===== config.mk =====
export PLATFORM = sky130hd
export DESIGN_NAME = nonpreemptive_job_scheduler_flat
export DESIGN_NICKNAME = d
export VERILOG_FILES = /design/src/njs_pkg.sv /design/src/njs_ifs.sv /design/src/nonpreemptive_job_scheduler.sv /design/src/njs_front.sv /design/src/njs_queue.sv /design/src/njs_back.sv /design/src/flat_wrapper.sv
export SDC_FILE = /design/constraint.sdc
export NUM_CORES = 1
export LEC_CHECK = 0
export BUFFER_PORTS_ARGS = -buffer_cell sky130_fd_sc_hd__buf_4
export CAP_MARGIN = 0
export CORE_AREA = 5 5 350 352
export DETAILED_ROUTE_END_ITERATION = 10
export DIE_AREA = 0 0 355 357
export PLACE_DENSITY = 0.66
export SYNTH_ARGS = -nofsm -noshare
export SYNTH_HDL_FRONTEND = slang
export SYNTH_HIERARCHICAL = 1
export SYNTH_SLANG_ARGS = --single-unit
export TNS_END_PERCENT = 30

===== constraint.sdc =====
create_clock -name clk -period 19.5 [get_ports clk]
set_input_delay 0.975 -clock clk [delete_from_list [all_inputs] [get_ports clk]]
set_output_delay 0.975 -clock clk [all_outputs]
set_load 0.02 [all_outputs]

===== src/njs_pkg.sv =====
// ============================================================================
// njs_pkg
// Shared constants, widths and types of the non-preemptive job scheduler.
// ============================================================================
package njs_pkg;

    // Job store size and the index and count widths that follow from it.
    localparam int MAX_JOBS = 16;
    localparam int IDX_W    = $clog2(MAX_JOBS);
    localparam int CNT_W    = $clog2(MAX_JOBS + 1);

    // Field widths.
    localparam int ARRIVAL_W   = 16;
    localparam int BURST_W     = 12;
    localparam int PRIO_W      = 8;
    localparam int TIME_W      = 18;
    localparam int MODE_W      = 2;
    localparam int JOB_INDEX_W = 4;

    // Queue between the front and the back.
    localparam int QUEUE_DEPTH = 4;
    localparam int QPTR_W      = $clog2(QUEUE_DEPTH);
    localparam int QCNT_W      = $clog2(QUEUE_DEPTH + 1);

    // Policy codes. The spare code is served as first come first serve.
    localparam logic [MODE_W-1:0] POLICY_FCFS = 2'd0;
    localparam logic [MODE_W-1:0] POLICY_SJF  = 2'd1;
    localparam logic [MODE_W-1:0] POLICY_PRIO = 2'd2;

    // One job as it travels from the front to the back.
    typedef struct packed {
        logic [ARRIVAL_W-1:0] arrival;
        logic [BURST_W-1:0]   burst;
        logic [PRIO_W-1:0]    prio;
        logic                 last;
        logic                 keep;
        logic [IDX_W-1:0]     slot;
    } job_entry_t;

    // Queue status seen by the two sides.
    typedef struct packed {
        logic full;
        logic empty;
    } queue_status_t;

endpackage


===== src/njs_ifs.sv =====
// ============================================================================
// njs_ifs
// Channel interfaces: job input, result output and policy write.
// ============================================================================
interface njs_job_if import njs_pkg::*; ();
    logic                 valid;
    logic                 ready;
    logic [ARRIVAL_W-1:0] arrival_time;
    logic [BURST_W-1:0]   burst_time;
    logic [PRIO_W-1:0]    priority_level;
    logic                 last_job;

    modport source (output valid, arrival_time, burst_time, priority_level, last_job,
                    input ready);
    modport sink   (input valid, arrival_time, burst_time, priority_level, last_job,
                    output ready);
endinterface

interface njs_res_if import njs_pkg::*; ();
    logic                   valid;
    logic                   ready;
    logic [JOB_INDEX_W-1:0] job_index;
    logic [TIME_W-1:0]      completion_time;
    logic [TIME_W-1:0]      turnaround_time;
    logic [TIME_W-1:0]      waiting_time;
    logic                   last_result;

    modport source (output valid, job_index, completion_time, turnaround_time,
                    waiting_time, last_result, input ready);
    modport sink   (input valid, job_index, completion_time, turnaround_time,
                    waiting_time, last_result, output ready);
endinterface

interface njs_cfg_if import njs_pkg::*; ();
    logic              valid;
    logic              ready;
    logic [MODE_W-1:0] data;

    modport source (output valid, data, input ready);
    modport sink   (input valid, data, output ready);
endinterface


===== src/nonpreemptive_job_scheduler.sv =====
// ============================================================================
// nonpreemptive_job_scheduler
// Batch job scheduler with FCFS, shortest-job-first and priority policies.
// ============================================================================
// Usage: jobs arrive on the jobs channel, one transfer per job. A transfer
// with last_job set closes the batch; at most 16 jobs are kept and further
// jobs of the batch are dropped. The cfg channel writes policy_mode
// (0 first come first serve, 1 shortest job first, 2 priority, 3 as 0) and
// is always ready; write it only while the block is idle.
// The front accepts a job every cycle while the four-entry queue has room,
// so loading runs at one job per cycle while the back is in its load state,
// and jobs of the next batch can queue while the current one is reported.
// Scheduling: for a batch of n jobs, each of the n selections scans the job
// memory one entry per cycle through its single read port and then commits
// the pick. Results then leave in index order; each one is read, computed
// and held in the result register until the receiver takes it.
// A stalled receiver holds the result register and the back; the front keeps
// filling the queue until it is full, then drops jobs.ready.
// Reset clears the job count, the schedule state, the policy (to first come
// first serve) and the queue; no clearing pass is needed.
// ============================================================================
module nonpreemptive_job_scheduler import njs_pkg::*;
(
    input  logic       clk,
    input  logic       rst_n,
    njs_cfg_if.sink    cfg,
    njs_job_if.sink    jobs,
    njs_res_if.source  results
);

    logic [MODE_W-1:0] policy_mode_reg;
    logic [MODE_W-1:0] policy_mode_next;
    logic              q_push;
    logic              q_pop;
    job_entry_t        push_entry;
    job_entry_t        pop_entry;
    queue_status_t     q_status;

    // The policy register takes every write transfer.
    assign cfg.ready        = 1'b1;
    assign policy_mode_next = (cfg.valid && cfg.ready) ? cfg.data : policy_mode_reg;

    always_ff @(posedge clk or negedge rst_n)
    begin
        if (!rst_n)
        begin
            policy_mode_reg <= POLICY_FCFS;
        end
        else
        begin
            policy_mode_reg <= policy_mode_next;
        end
    end

    // Front: accepts jobs, numbers their slots and flags overflow.
    njs_front u_front
    (
        .clk      (clk),
        .rst_n    (rst_n),
        .jobs     (jobs),
        .q_status (q_status),
        .q_push   (q_push),
        .q_entry  (push_entry)
    );

    // Queue that lets the front keep loading while the back is busy.
    njs_queue u_queue
    (
        .clk        (clk),
        .rst_n      (rst_n),
        .push       (q_push),
        .push_entry (push_entry),
        .pop        (q_pop),
        .pop_entry  (pop_entry),
        .status     (q_status)
    );

    // Back: stores the batch, schedules it and reports every job.
    njs_back u_back
    (
        .clk         (clk),
        .rst_n       (rst_n),
        .policy_mode (policy_mode_reg),
        .q_status    (q_status),
        .q_entry     (pop_entry),
        .q_pop       (q_pop),
        .results     (results)
    );

endmodule


===== src/njs_front.sv =====
// ============================================================================
// njs_front
// Accepts jobs, assigns each a store slot, marks overflow jobs for dropping.
// ============================================================================
module njs_front import njs_pkg::*;
(
    input  logic          clk,
    input  logic          rst_n,
    njs_job_if.sink       jobs,
    input  queue_status_t q_status,
    output logic          q_push,
    output job_entry_t    q_entry
);

    logic [CNT_W-1:0] cnt_reg;
    logic [CNT_W-1:0] cnt_next;
    logic             keep;

    assign jobs.ready = !q_status.full;
    assign q_push     = jobs.valid && jobs.ready;
    assign keep       = (cnt_reg < CNT_W'(MAX_JOBS));

    assign q_entry.arrival = jobs.arrival_time;
    assign q_entry.burst   = jobs.burst_time;
    assign q_entry.prio    = jobs.priority_level;
    assign q_entry.last    = jobs.last_job;
    assign q_entry.keep    = keep;
    assign q_entry.slot    = cnt_reg[IDX_W-1:0];

    // The batch count restarts after the closing job.
    always_comb
    begin
        cnt_next = cnt_reg;
        if (q_push)
        begin
            if (jobs.last_job)
            begin
                cnt_next = '0;
            end
            else if (keep)
            begin
                cnt_next = cnt_reg + CNT_W'(1);
            end
        end
    end

    always_ff @(posedge clk or negedge rst_n)
    begin
        if (!rst_n)
        begin
            cnt_reg <= '0;
        end
        else
        begin
            cnt_reg <= cnt_next;
        end
    end

endmodule


===== src/njs_queue.sv =====
// ============================================================================
// njs_queue
// Short first-in first-out queue of classified jobs between front and back.
// ============================================================================
module njs_queue import njs_pkg::*;
(
    input  logic          clk,
    input  logic          rst_n,
    input  logic          push,
    input  job_entry_t    push_entry,
    input  logic          pop,
    output job_entry_t    pop_entry,
    output queue_status_t status
);

    job_entry_t        entries [QUEUE_DEPTH];
    logic [QPTR_W-1:0] wr_ptr_reg;
    logic [QPTR_W-1:0] rd_ptr_reg;
    logic [QCNT_W-1:0] count_reg;
    logic              do_push;
    logic              do_pop;

    assign status.full  = (count_reg == QCNT_W'(QUEUE_DEPTH));
    assign status.empty = (count_reg == '0);
    assign do_push      = push && !status.full;
    assign do_pop       = pop && !status.empty;
    assign pop_entry    = entries[rd_ptr_reg];

    always_ff @(posedge clk)
    begin
        if (do_push)
        begin
            entries[wr_ptr_reg] <= push_entry;
        end
    end

    always_ff @(posedge clk or negedge rst_n)
    begin
        if (!rst_n)
        begin
            wr_ptr_reg <= '0;
            rd_ptr_reg <= '0;
            count_reg  <= '0;
        end
        else
        begin
            if (do_push)
            begin
                wr_ptr_reg <= wr_ptr_reg + QPTR_W'(1);
            end
            if (do_pop)
            begin
                rd_ptr_reg <= rd_ptr_reg + QPTR_W'(1);
            end
            if (do_push && !do_pop)
            begin
                count_reg <= count_reg + QCNT_W'(1);
            end
            else if (do_pop && !do_push)
            begin
                count_reg <= count_reg - QCNT_W'(1);
            end
        end
    end

endmodule


===== src/njs_back.sv =====
// ============================================================================
// njs_back
// Stores the batch, runs the non-preemptive schedule and reports each job.
// ============================================================================
module njs_back import njs_pkg::*;
(
    input  logic              clk,
    input  logic              rst_n,
    input  logic [MODE_W-1:0] policy_mode,
    input  queue_status_t     q_status,
    input  job_entry_t        q_entry,
    output logic              q_pop,
    njs_res_if.source         results
);

    typedef enum logic [5:0] {
        ST_LOAD     = 6'b000001,
        ST_SCAN     = 6'b000010,
        ST_COMMIT   = 6'b000100,
        ST_OUT_READ = 6'b001000,
        ST_OUT_CALC = 6'b010000,
        ST_OUT_WAIT = 6'b100000
    } back_state_t;

    // Candidate ordering for the shortest job and priority policies.
    function automatic logic better(input logic sjf,
                                    input logic [BURST_W-1:0] c_bur,
                                    input logic [PRIO_W-1:0] c_pri,
                                    input logic [ARRIVAL_W-1:0] c_arr,
                                    input logic [BURST_W-1:0] b_bur,
                                    input logic [PRIO_W-1:0] b_pri,
                                    input logic [ARRIVAL_W-1:0] b_arr);
        logic res;
        if (sjf)
        begin
            res = (c_bur < b_bur);
        end
        else
        begin
            res = (c_pri < b_pri) || ((c_pri == b_pri) && (c_arr < b_arr));
        end
        return res;
    endfunction

    // Job memories.
    logic [ARRIVAL_W-1:0] arr_mem [MAX_JOBS];
    logic [BURST_W-1:0]   bur_mem [MAX_JOBS];
    logic [PRIO_W-1:0]    pri_mem [MAX_JOBS];
    logic [TIME_W-1:0]    fin_mem [MAX_JOBS];
    logic [ARRIVAL_W-1:0] rd_arr_q;
    logic [BURST_W-1:0]   rd_bur_q;
    logic [PRIO_W-1:0]    rd_pri_q;
    logic [TIME_W-1:0]    rd_fin_q;

    back_state_t          state_reg, state_next;
    logic [CNT_W-1:0]     n_reg, n_next;
    logic [CNT_W-1:0]     k_reg, k_next;
    logic [CNT_W-1:0]     rd_idx_reg, rd_idx_next;
    logic                 pipe_vld_reg, pipe_vld_next;
    logic [IDX_W-1:0]     pipe_idx_reg, pipe_idx_next;
    logic [TIME_W-1:0]    clock_reg, clock_next;
    logic [MAX_JOBS-1:0]  done_reg, done_next;

    // Best arrived candidate (a) and best among the earliest pending (e).
    logic                 have_a_reg, have_a_next;
    logic [IDX_W-1:0]     a_idx_reg, a_idx_next;
    logic [ARRIVAL_W-1:0] a_arr_reg, a_arr_next;
    logic [BURST_W-1:0]   a_bur_reg, a_bur_next;
    logic [PRIO_W-1:0]    a_pri_reg, a_pri_next;
    logic                 have_e_reg, have_e_next;
    logic [IDX_W-1:0]     e_idx_reg, e_idx_next;
    logic [ARRIVAL_W-1:0] e_arr_reg, e_arr_next;
    logic [BURST_W-1:0]   e_bur_reg, e_bur_next;
    logic [PRIO_W-1:0]    e_pri_reg, e_pri_next;

    // Result register.
    logic                   res_valid_reg, res_valid_next;
    logic [JOB_INDEX_W-1:0] res_idx_reg, res_idx_next;
    logic [TIME_W-1:0]      res_ct_reg, res_ct_next;
    logic [TIME_W-1:0]      res_tat_reg, res_tat_next;
    logic [TIME_W-1:0]      res_wt_reg, res_wt_next;
    logic                   res_last_reg, res_last_next;

    logic                 fcfs, sjf;
    logic                 mem_wr, fin_wr;
    logic [IDX_W-1:0]     rd_addr;
    logic                 issue, pend, elig_a, take_a, take_e;
    logic [IDX_W-1:0]     pick_idx;
    logic [ARRIVAL_W-1:0] pick_arr;
    logic [BURST_W-1:0]   pick_bur;
    logic [TIME_W-1:0]    start_time, fin_time;
    logic [CNT_W-1:0]     k_inc, rd_inc;
    logic [TIME_W-1:0]    tat_calc;

    assign fcfs    = !((policy_mode == POLICY_SJF) || (policy_mode == POLICY_PRIO));
    assign sjf     = (policy_mode == POLICY_SJF);
    assign rd_addr = rd_idx_reg[IDX_W-1:0];
    assign issue   = (rd_idx_reg < n_reg);
    assign k_inc   = k_reg + CNT_W'(1);
    assign rd_inc  = rd_idx_reg + CNT_W'(1);

    // Scan evaluation of the entry read in the previous cycle.
    assign pend   = !done_reg[pipe_idx_reg];
    assign elig_a = pend && (fcfs || (TIME_W'(rd_arr_q) <= clock_reg));
    assign take_a = elig_a && (!have_a_reg || (!fcfs &&
                    better(sjf, rd_bur_q, rd_pri_q, rd_arr_q,
                           a_bur_reg, a_pri_reg, a_arr_reg)));
    assign take_e = pend && !fcfs && (!have_e_reg || (rd_arr_q < e_arr_reg) ||
                    ((rd_arr_q == e_arr_reg) &&
                     better(sjf, rd_bur_q, rd_pri_q, rd_arr_q,
                            e_bur_reg, e_pri_reg, e_arr_reg)));

    // An arrived job starts at the clock; otherwise the clock jumps ahead.
    assign pick_idx   = have_a_reg ? a_idx_reg : e_idx_reg;
    assign pick_arr   = have_a_reg ? a_arr_reg : e_arr_reg;
    assign pick_bur   = have_a_reg ? a_bur_reg : e_bur_reg;
    assign start_time = (clock_reg > TIME_W'(pick_arr)) ? clock_reg : TIME_W'(pick_arr);
    assign fin_time   = start_time + TIME_W'(pick_bur);

    assign tat_calc = rd_fin_q - TIME_W'(rd_arr_q);

    always_comb
    begin
        state_next     = state_reg;
        n_next         = n_reg;
        k_next         = k_reg;
        rd_idx_next    = rd_idx_reg;
        pipe_vld_next  = 1'b0;
        pipe_idx_next  = rd_addr;
        clock_next     = clock_reg;
        done_next      = done_reg;
        have_a_next    = have_a_reg;
        a_idx_next     = a_idx_reg;
        a_arr_next     = a_arr_reg;
        a_bur_next     = a_bur_reg;
        a_pri_next     = a_pri_reg;
        have_e_next    = have_e_reg;
        e_idx_next     = e_idx_reg;
        e_arr_next     = e_arr_reg;
        e_bur_next     = e_bur_reg;
        e_pri_next     = e_pri_reg;
        res_valid_next = res_valid_reg;
        res_idx_next   = res_idx_reg;
        res_ct_next    = res_ct_reg;
        res_tat_next   = res_tat_reg;
        res_wt_next    = res_wt_reg;
        res_last_next  = res_last_reg;
        q_pop          = 1'b0;
        mem_wr         = 1'b0;
        fin_wr         = 1'b0;

        unique case (state_reg)
            ST_LOAD:
            begin
                q_pop  = !q_status.empty;
                mem_wr = q_pop && q_entry.keep;
                if (q_pop && q_entry.last)
                begin
                    n_next      = q_entry.keep ? (CNT_W'(q_entry.slot) + CNT_W'(1))
                                               : CNT_W'(MAX_JOBS);
                    k_next      = '0;
                    rd_idx_next = '0;
                    clock_next  = '0;
                    done_next   = '0;
                    have_a_next = 1'b0;
                    have_e_next = 1'b0;
                    state_next  = ST_SCAN;
                end
            end
            ST_SCAN:
            begin
                pipe_vld_next = issue;
                if (issue)
                begin
                    rd_idx_next = rd_inc;
                end
                if (pipe_vld_reg)
                begin
                    if (take_a)
                    begin
                        have_a_next = 1'b1;
                        a_idx_next  = pipe_idx_reg;
                        a_arr_next  = rd_arr_q;
                        a_bur_next  = rd_bur_q;
                        a_pri_next  = rd_pri_q;
                    end
                    if (take_e)
                    begin
                        have_e_next = 1'b1;
                        e_idx_next  = pipe_idx_reg;
                        e_arr_next  = rd_arr_q;
                        e_bur_next  = rd_bur_q;
                        e_pri_next  = rd_pri_q;
                    end
                end
                if (!issue && !pipe_vld_reg)
                begin
                    state_next = ST_COMMIT;
                end
            end
            ST_COMMIT:
            begin
                fin_wr              = 1'b1;
                clock_next          = fin_time;
                done_next[pick_idx] = 1'b1;
                k_next              = k_inc;
                rd_idx_next         = '0;
                have_a_next         = 1'b0;
                have_e_next         = 1'b0;
                state_next          = (k_inc == n_reg) ? ST_OUT_READ : ST_SCAN;
            end
            ST_OUT_READ:
            begin
                state_next = ST_OUT_CALC;
            end
            ST_OUT_CALC:
            begin
                res_valid_next = 1'b1;
                res_idx_next   = JOB_INDEX_W'(rd_idx_reg);
                res_ct_next    = rd_fin_q;
                res_tat_next   = tat_calc;
                res_wt_next    = tat_calc - TIME_W'(rd_bur_q);
                res_last_next  = (rd_inc == n_reg);
                state_next     = ST_OUT_WAIT;
            end
            ST_OUT_WAIT:
            begin
                if (results.ready)
                begin
                    res_valid_next = 1'b0;
                    rd_idx_next    = rd_inc;
                    state_next     = res_last_reg ? ST_LOAD : ST_OUT_READ;
                end
            end
            default:
            begin
                state_next = ST_LOAD;
            end
        endcase
    end

    // Memories: one write port each, registered read at the shared address.
    always_ff @(posedge clk)
    begin
        if (mem_wr)
        begin
            arr_mem[q_entry.slot] <= q_entry.arrival;
            bur_mem[q_entry.slot] <= q_entry.burst;
            pri_mem[q_entry.slot] <= q_entry.prio;
        end
        if (fin_wr)
        begin
            fin_mem[pick_idx] <= fin_time;
        end
        rd_arr_q <= arr_mem[rd_addr];
        rd_bur_q <= bur_mem[rd_addr];
        rd_pri_q <= pri_mem[rd_addr];
        rd_fin_q <= fin_mem[rd_addr];
    end

    always_ff @(posedge clk or negedge rst_n)
    begin
        if (!rst_n)
        begin
            state_reg     <= ST_LOAD;
            n_reg         <= '0;
            k_reg         <= '0;
            rd_idx_reg    <= '0;
            pipe_vld_reg  <= 1'b0;
            clock_reg     <= '0;
            done_reg      <= '0;
            have_a_reg    <= 1'b0;
            have_e_reg    <= 1'b0;
            res_valid_reg <= 1'b0;
        end
        else
        begin
            state_reg     <= state_next;
            n_reg         <= n_next;
            k_reg         <= k_next;
            rd_idx_reg    <= rd_idx_next;
            pipe_vld_reg  <= pipe_vld_next;
            clock_reg     <= clock_next;
            done_reg      <= done_next;
            have_a_reg    <= have_a_next;
            have_e_reg    <= have_e_next;
            res_valid_reg <= res_valid_next;
        end
    end

    always_ff @(posedge clk)
    begin
        pipe_idx_reg <= pipe_idx_next;
        a_idx_reg    <= a_idx_next;
        a_arr_reg    <= a_arr_next;
        a_bur_reg    <= a_bur_next;
        a_pri_reg    <= a_pri_next;
        e_idx_reg    <= e_idx_next;
        e_arr_reg    <= e_arr_next;
        e_bur_reg    <= e_bur_next;
        e_pri_reg    <= e_pri_next;
        res_idx_reg  <= res_idx_next;
        res_ct_reg   <= res_ct_next;
        res_tat_reg  <= res_tat_next;
        res_wt_reg   <= res_wt_next;
        res_last_reg <= res_last_next;
    end

    assign results.valid           = res_valid_reg;
    assign results.job_index       = res_idx_reg;
    assign results.completion_time = res_ct_reg;
    assign results.turnaround_time = res_tat_reg;
    assign results.waiting_time    = res_wt_reg;
    assign results.last_result     = res_last_reg;

`ifndef SYNTHESIS
    // Every commit has a candidate, and it is a job not yet scheduled.
    a_commit_has_pick: assert property (@(posedge clk) disable iff (!rst_n)
        (state_reg == ST_COMMIT) |-> (have_a_reg || have_e_reg))
        else $error("commit without a candidate job");

    a_commit_pending: assert property (@(posedge clk) disable iff (!rst_n)
        (state_reg == ST_COMMIT) |-> !done_reg[pick_idx])
        else $error("commit picked a job that already ran");

    // The final result transfer returns the back to loading.
    a_last_to_load: assert property (@(posedge clk) disable iff (!rst_n)
        (results.valid && results.ready && results.last_result)
        |=> (state_reg == ST_LOAD))
        else $error("final result did not end the batch");

    // The queue is only drained while loading.
    a_pop_in_load: assert property (@(posedge clk) disable iff (!rst_n)
        q_pop |-> ((state_reg == ST_LOAD) && !q_status.empty))
        else $error("queue popped outside loading");
`endif

endmodule


===== src/flat_wrapper.sv =====
// flat-port wrapper written by rule: the top's interface ports become plain ports
module nonpreemptive_job_scheduler_flat import njs_pkg::*;
  (clk, rst_n, cfg_valid, cfg_data, cfg_ready, jobs_valid, jobs_arrival_time, jobs_burst_time, jobs_priority_level, jobs_last_job, jobs_ready, results_valid, results_job_index, results_completion_time, results_turnaround_time, results_waiting_time, results_last_result, results_ready);
  njs_cfg_if cfg_i ();
  njs_job_if jobs_i ();
  njs_res_if results_i ();
  input  logic clk;
  input  logic rst_n;
  input wire logic [$bits(cfg_i.valid)-1:0] cfg_valid;
  input wire logic [$bits(cfg_i.data)-1:0] cfg_data;
  output wire logic [$bits(cfg_i.ready)-1:0] cfg_ready;
  input wire logic [$bits(jobs_i.valid)-1:0] jobs_valid;
  input wire logic [$bits(jobs_i.arrival_time)-1:0] jobs_arrival_time;
  input wire logic [$bits(jobs_i.burst_time)-1:0] jobs_burst_time;
  input wire logic [$bits(jobs_i.priority_level)-1:0] jobs_priority_level;
  input wire logic [$bits(jobs_i.last_job)-1:0] jobs_last_job;
  output wire logic [$bits(jobs_i.ready)-1:0] jobs_ready;
  output wire logic [$bits(results_i.valid)-1:0] results_valid;
  output wire logic [$bits(results_i.job_index)-1:0] results_job_index;
  output wire logic [$bits(results_i.completion_time)-1:0] results_completion_time;
  output wire logic [$bits(results_i.turnaround_time)-1:0] results_turnaround_time;
  output wire logic [$bits(results_i.waiting_time)-1:0] results_waiting_time;
  output wire logic [$bits(results_i.last_result)-1:0] results_last_result;
  input wire logic [$bits(results_i.ready)-1:0] results_ready;
  assign cfg_i.valid = cfg_valid;
  assign cfg_i.data = cfg_data;
  assign cfg_ready = cfg_i.ready;
  assign jobs_i.valid = jobs_valid;
  assign jobs_i.arrival_time = jobs_arrival_time;
  assign jobs_i.burst_time = jobs_burst_time;
  assign jobs_i.priority_level = jobs_priority_level;
  assign jobs_i.last_job = jobs_last_job;
  assign jobs_ready = jobs_i.ready;
  assign results_valid = results_i.valid;
  assign results_job_index = results_i.job_index;
  assign results_completion_time = results_i.completion_time;
  assign results_turnaround_time = results_i.turnaround_time;
  assign results_waiting_time = results_i.waiting_time;
  assign results_last_result = results_i.last_result;
  assign results_i.ready = results_ready;
  nonpreemptive_job_scheduler u_core (.clk(clk), .rst_n(rst_n), .cfg(cfg_i), .jobs(jobs_i), .results(results_i));
endmodule

After elaboration in Yosys (flattened, before gate mapping)
Memories as Yosys holds them, arrays and structs flattened. A register that Yosys moved wholly into a read port is not among the register bits.
Cells that the tools add are included.
{"block": "classes", "n_addsub": 11, "n_lt_le_gt_ge": 13, "eq_ne": 21, "n_mux": 49, "bitwise_logic": 1, "reduce_logical": 51}
{"op": "$mux 18", "count": 2}
{"op": "$pmux 18 s2", "count": 1}
{"op": "$pmux 6 s6", "count": 1}
{"op": "$lt 16x16->1", "count": 2}
{"op": "$mux 16", "count": 2}
{"op": "$pmux 16 s2", "count": 1}
{"op": "$mux 5", "count": 6}
{"op": "$lt 12x12->1", "count": 2}
{"op": "$mux 1", "count": 20}
{"op": "$pmux 5 s4", "count": 1}
{"op": "$add 18x12->18", "count": 1}
{"op": "$gt 18x16->1", "count": 1}
{"op": "$le 16x18->1", "count": 1}
{"op": "$mux 6", "count": 3}
{"op": "$sub 18x12->18", "count": 1}
{"op": "$sub 18x16->18", "count": 1}
{"op": "$logic_and 1x1->1", "count": 17}
{"op": "$eq 16x16->1", "count": 1}
{"op": "$eq 8x8->1", "count": 2}
{"op": "$lt 8x8->1", "count": 2}
{"op": "$or 16x16->16", "count": 1}
{"op": "$add 5x1->5 const B", "count": 3}
{"op": "$ne 2x2->1 const B", "count": 7}
{"op": "$mux 12", "count": 1}
{"op": "34 further kinds", "count": 66}
{"block": "word_totals", "regBits": 216, "ramBits": 1032, "in_bits": 44, "elab_cells": 180, "n_memories": 5}
{"memory": "u_core.u_back.fin_mem", "words": 16, "word_bits": 18, "read_ports": 1, "rd_ports_with_merged_regs": 1, "wr": 1, "line_no": "njs_back.sv:49", "source": "logic [TIME_W-1:0] fin_mem [MAX_JOBS];"}
{"memory": "u_core.u_back.arr_mem", "words": 16, "word_bits": 16, "read_ports": 1, "rd_ports_with_merged_regs": 1, "wr": 1, "line_no": "njs_back.sv:46", "source": "logic [ARRIVAL_W-1:0] arr_mem [MAX_JOBS];"}
{"memory": "u_core.u_back.bur_mem", "words": 16, "word_bits": 12, "read_ports": 1, "rd_ports_with_merged_regs": 1, "wr": 1, "line_no": "njs_back.sv:47", "source": "logic [BURST_W-1:0] bur_mem [MAX_JOBS];"}
{"memory": "u_core.u_queue.entries", "words": 4, "word_bits": 42, "read_ports": 1, "rd_ports_with_merged_regs": 0, "wr": 1, "line_no": "njs_queue.sv:16", "source": "job_entry_t entries [QUEUE_DEPTH];"}
{"memory": "u_core.u_back.pri_mem", "words": 16, "word_bits": 8, "read_ports": 1, "rd_ports_with_merged_regs": 1, "wr": 1, "line_no": "njs_back.sv:48", "source": "logic [PRIO_W-1:0] pri_mem [MAX_JOBS];"}

Longest topological paths before layout
{"block": "logic_depth", "ltp_word": 10, "mapped_depth": 23, "depth_no_buf": 18}

By module
Netlist, hierarchy kept.
{"mod": "njs_back", "instances": 1, "cells_per_inst": 2490, "area_per_inst_um2": 46004.1}
{"mod": "njs_queue", "instances": 1, "cells_per_inst": 256, "area_per_inst_um2": 6547.5}
{"mod": "njs_front", "instances": 1, "cells_per_inst": 70, "area_per_inst_um2": 596.8}
{"mod": "nonpreemptive_job_scheduler", "instances": 1, "cells_per_inst": 6, "area_per_inst_um2": 83.8}

Worst setup path after synthesis
No wires, ideal clock.
{"block": "synth_timing", "path_kind": "register to register", "startpoint": "register u_core.u_back.have_a_reg", "endpoint": "memory u_core.u_back.fin_mem[0][14], data pin", "setup_time_ns": 0.296, "arrival_ns": 5.878, "required_ns": 19.204, "slack_ns": 13.326, "stages_incl_launch_ff": 22, "n_path_buf": 5, "cell_sequence": "dfrtp_1 > clkbuf_1 > buf_1 > buf_1 > mux2i_1 > ha_1 > nand2_1 > or4_4 > or4_4 > o31ai_2 > buf_2 > mux2_2 > ha_1 > fa_1 > a21o_1 > a21oi_1 > o21a_1 > o21a_1 > o41a_1 > clkbuf_1 > a31oi_1 > xor2_1"}
{"block": "synth_via", "elab_chain_cells": 4, "word_cells_on_any_way": 5}
{"item": "from (decl)", "line_no": "njs_back.sv:65", "source": "logic have_a_reg, have_a_next;"}
{"item": "from (signal assigned)", "line_no": "njs_back.sv:285", "source": "have_a_reg <= have_a_next;"}
{"item": "$mux 16", "line_no": "njs_back.sv:115", "source": "assign pick_arr = have_a_reg ? a_arr_reg : e_arr_reg;"}
{"item": "$gt 18x16->1", "line_no": "njs_back.sv:117", "source": "assign start_time = (clock_reg > TIME_W'(pick_arr)) ? clock_reg : TIME_W'(pick_arr);"}
{"item": "$mux 18", "line_no": "njs_back.sv:117"}
{"item": "$add 18x12->18 *", "line_no": "njs_back.sv:118", "source": "assign fin_time = start_time + TIME_W'(pick_bur);"}
{"item": "via u_core.u_back.fin_time[14]", "line_no": "njs_back.sv:91", "source": "logic [TIME_W-1:0] start_time, fin_time;"}
{"item": "to (decl)", "line_no": "njs_back.sv:49"}
The timed path passes the listed nets; every way through them passes the cells marked *.

Worst setup path after layout
{"block": "layout_timing", "startpoint": "register u_core.u_back.have_a_reg", "endpoint": "memory u_core.u_back.fin_mem[3][14], data pin"}
Same word-level chain as after synthesis.

==> out/metrics.cfg <==
[floorplan]
core_area_mm2=0.119
start_util=0.447
pin_count=106
dieArea_mm2=0.127
die_h_um=357
die_w_um=355
num_rows=127

[clocking]
cts.clk_slew.worst_paths_ns=0.06
cts_root_buffer=clkbuf_16
numCtsBuffers=132
ctsResizeCount=0
cts-htree-levels=4
cts_tree=yes
clk_latency_ns=0.74
cts.hold.buffers_added=1
clockBufferDepth=3
cts_sinks=1302
cts_setup_buffers=0

[layout]
largest_register_ffs=288
reg.largest.list=u_core/u_back/fin_mem x288, u_core/u_back/arr_mem x256, u_core/u_back/bur_mem x192
stdcell_count=4619
nNetsFinal=3167
top_register=u_core/u_back/fin_mem
area_growth_pct=12.9
seq_area_mm2=0.0382
drive_above_1_share=0.232
multi_input_area_mm2=0.0140
fillerInstances=9390

[min_path]
hp-class=in -> reg

[setup_path]
path_max_fanout=58
crit_path_end_kind=flip-flop
cp.arrival_ns=7.23
cp_data_required_time_ns=19.88
worstSetupStartpointType=flip-flop
worstSetupPathType=reg -> reg

[placed_design]
place_inst=4372
dp_slack_ns=12.72
place_hpwl_um=69200
gp_congestion=0.862
io_buffer_count=104

[synth]
syn_area_mm2=0.0532
synthFlopType=edfxtp_1
synth.distinct_cells=85
synth.avg_cell_area_um2=18.9
ys_warn_count=6
synthTopCellsByCount=edfxtp_1 (1171), mux4_2 (313), ha_1 (159)
ys_seq_elements=1302
synth_seq_area_share=0.717
yosys.area.top_type=edfxtp_1
synth_nets=3029
async_flop_share=0.0561
synth.most_common_cell=edfxtp_1
synth_top_area_share=0.661
syn_inst=2822
synth_edf_count=1171
yosys-top-cells-area=edfxtp_1 (66%), mux4_2 (13%), ha_1 (3.7%), dfrtp_1 (3.4%), dfxtp_1 (2.2%)

[global_routing]
antenna_found_initial=4
grt_pass1_vias=27400
grt-ovfl-total=0
grt_max_degree=152
grt_first_pass_wirelength_um=175000
grtUsageTotal=0.185

[sta]
period_needed_ns=6.86
finalCritPeriodShare=0.352
hold_violations=0
drv_slew=0
rsz0062_at_grt=false
finalSetupTns_ns=0
relSlewSlack=0.104
max_freq_mhz=146
worst_slack_ns=12.64
skew_ns=0.0425
finalSetupViolations=0
worstMarginPinSlew_ns=1.33

[drt]
drc=0
ant_nets=0
wl_per_cell_um=25.2
first_pass_iters=5
routed_via_density=5.71
num_vias=26400
drt-total-wl_um=117000
drtIter0Drc=2478

[flow_run]
maxCapViolCount=0

[pwr]
p_seq_frac=0.438
p_per_area_mw_per_mm2=157
comb_power_share=0.298
intPower_mw=6.46
power_frac_clock=0.264
p_sw_mw=3.00
p_sw_frac=0.317
p_leak_nw=20.3
vdd_ir_drop_max_v=0.000108

[outcome]
status=finished, final reports clean

==> cell families after synthesis <==
logic type / count (synthesis) / synth area share
AO/OA/AOI/OAI: 288 / 0.0351
buffers and inverters: 297 / 0.0258
multiplexers: 345 / 0.140
flip-flops: 1302 / 0.717
other: 1 / 0.0000704
adder cells (fa/ha/maj): 163 / 0.0389
XOR/XNOR: 69 / 0.0114
AND/OR/NAND/NOR: 357 / 0.0321
==> through the flow <==
stage | util | area, µm² | total power, mW | hold WS, ns
2_1_floorplan | - | 53200 | 6.13 | 0.385
3_3_place_gp | 0.469 | 55800 | 6.89 | 0.441
3_5_place_dp | 0.469 | 55800 | 7.03 | 0.443
4_1_cts | 0.505 | 60100 | 9.55 | 0.374
5_1_grt | 0.505 | 60100 | 9.95 | 0.390
6_report | 0.505 | 60100 | 9.47 | 0.432
==> metal layers <==
layer	track usage	up-vias	share of wire
met3	0.0387	195	0.066
met1	0.255	13700	0.42
met4	0.0558	2	0.026
li1	-	11500	-
met5	0	-	0.00011
met2	0.301	934	0.48
==> worst max-delay path: stages, from the launching register on <==
cell and delay, ns:
dfrtp_2 1.10, mux2i_1 0.33, ha_1 0.39, nand4_1 0.09
or4_4 0.51, or4_4 0.60, o31ai_4 0.11, buf_4 0.40
nor2_1 0.07, a21oi_1 0.23, fa_1 0.27, a21o_1 0.13
a21oi_1 0.11, o21a_1 0.21, o21a_1 0.20, o41a_1 0.57
a31oi_1 0.24, xor2_1 0.92
==> power groups by stage <==
stage / clock (mW) / combinational (mW) / sequential [mW]
2_1_floorplan: 0 / 2.05 / 4.07
3_3_place_gp: 0 / 2.70 / 4.19
3_5_place_dp: 0 / 2.82 / 4.21
4_1_cts: 2.55 / 2.84 / 4.16
5_1_grt: 2.67 / 3.10 / 4.18
6_report: 2.50 / 2.82 / 4.15
==> layout by cell type (no fill, tap or decap), drive strengths merged, types with 7 or more instances in the layout <==
cell type  netlist  routed
a211oi          13      13
a21o            31      31
a21oi           70      70
a31oi           12      12
and2             9       9
and3             7       7
buf             80     145
bufinv           0      10
clkbuf          63     175
clkinv           0      46
dfrtp           72      72
dfxtp           58      58
edfxtp        1171    1171
ha             159     159
inv            154     162
mux2             7       7
mux2i           21      21
mux4           317     317
nand2           92      92
nand2b          17      17
nand3           23      23
nand4           15      15
nor2           119     119
nor2b           13      13
nor3            23      23
o211ai          12      12
o21a            22      22
o21ai           63      63
o21bai           8       8
o31ai           15      15
or3              9       9
xnor2           48      48
xor2            21      21
==> path summary, 6_finish.rpt <==
kind | slack (ns) | from | endpoint | depth (start not counted)
worst max-delay path | 12.64 | u_core/u_back/have_a_reg | u_core/u_back/fin_mem[3][14] | 17
worst min-delay path | 0.43 | jobs_arrival_time[9] | u_core/u_queue/entries[1][35] | 1
worst max register to register | 12.64 | u_core/u_back/have_a_reg | u_core/u_back/fin_mem[3][14] | 17
worst min register to register | 0.45 | u_core/u_back/rd_pri_q[0] | u_core/u_back/e_pri_reg[0] | 0
max in group asynchronous | 17.59 | rst_n | u_core/u_back/rd_idx_reg[3] | 3
min in group asynchronous | 0.59 | rst_n | u_core/policy_mode_reg[1] | 2
==> area by class of cell <==
cell class              count  area share
flip-flops and latches   1302       0.635
clock inverters            68      0.0122
repair buffers            147      0.0189
inverters                 154     0.00962
diodes                      3    0.000125
clock buffers             174      0.0596
multi-input cells        1223       0.232
well taps                1548      0.0322
(Power assumes the default switching activity.)
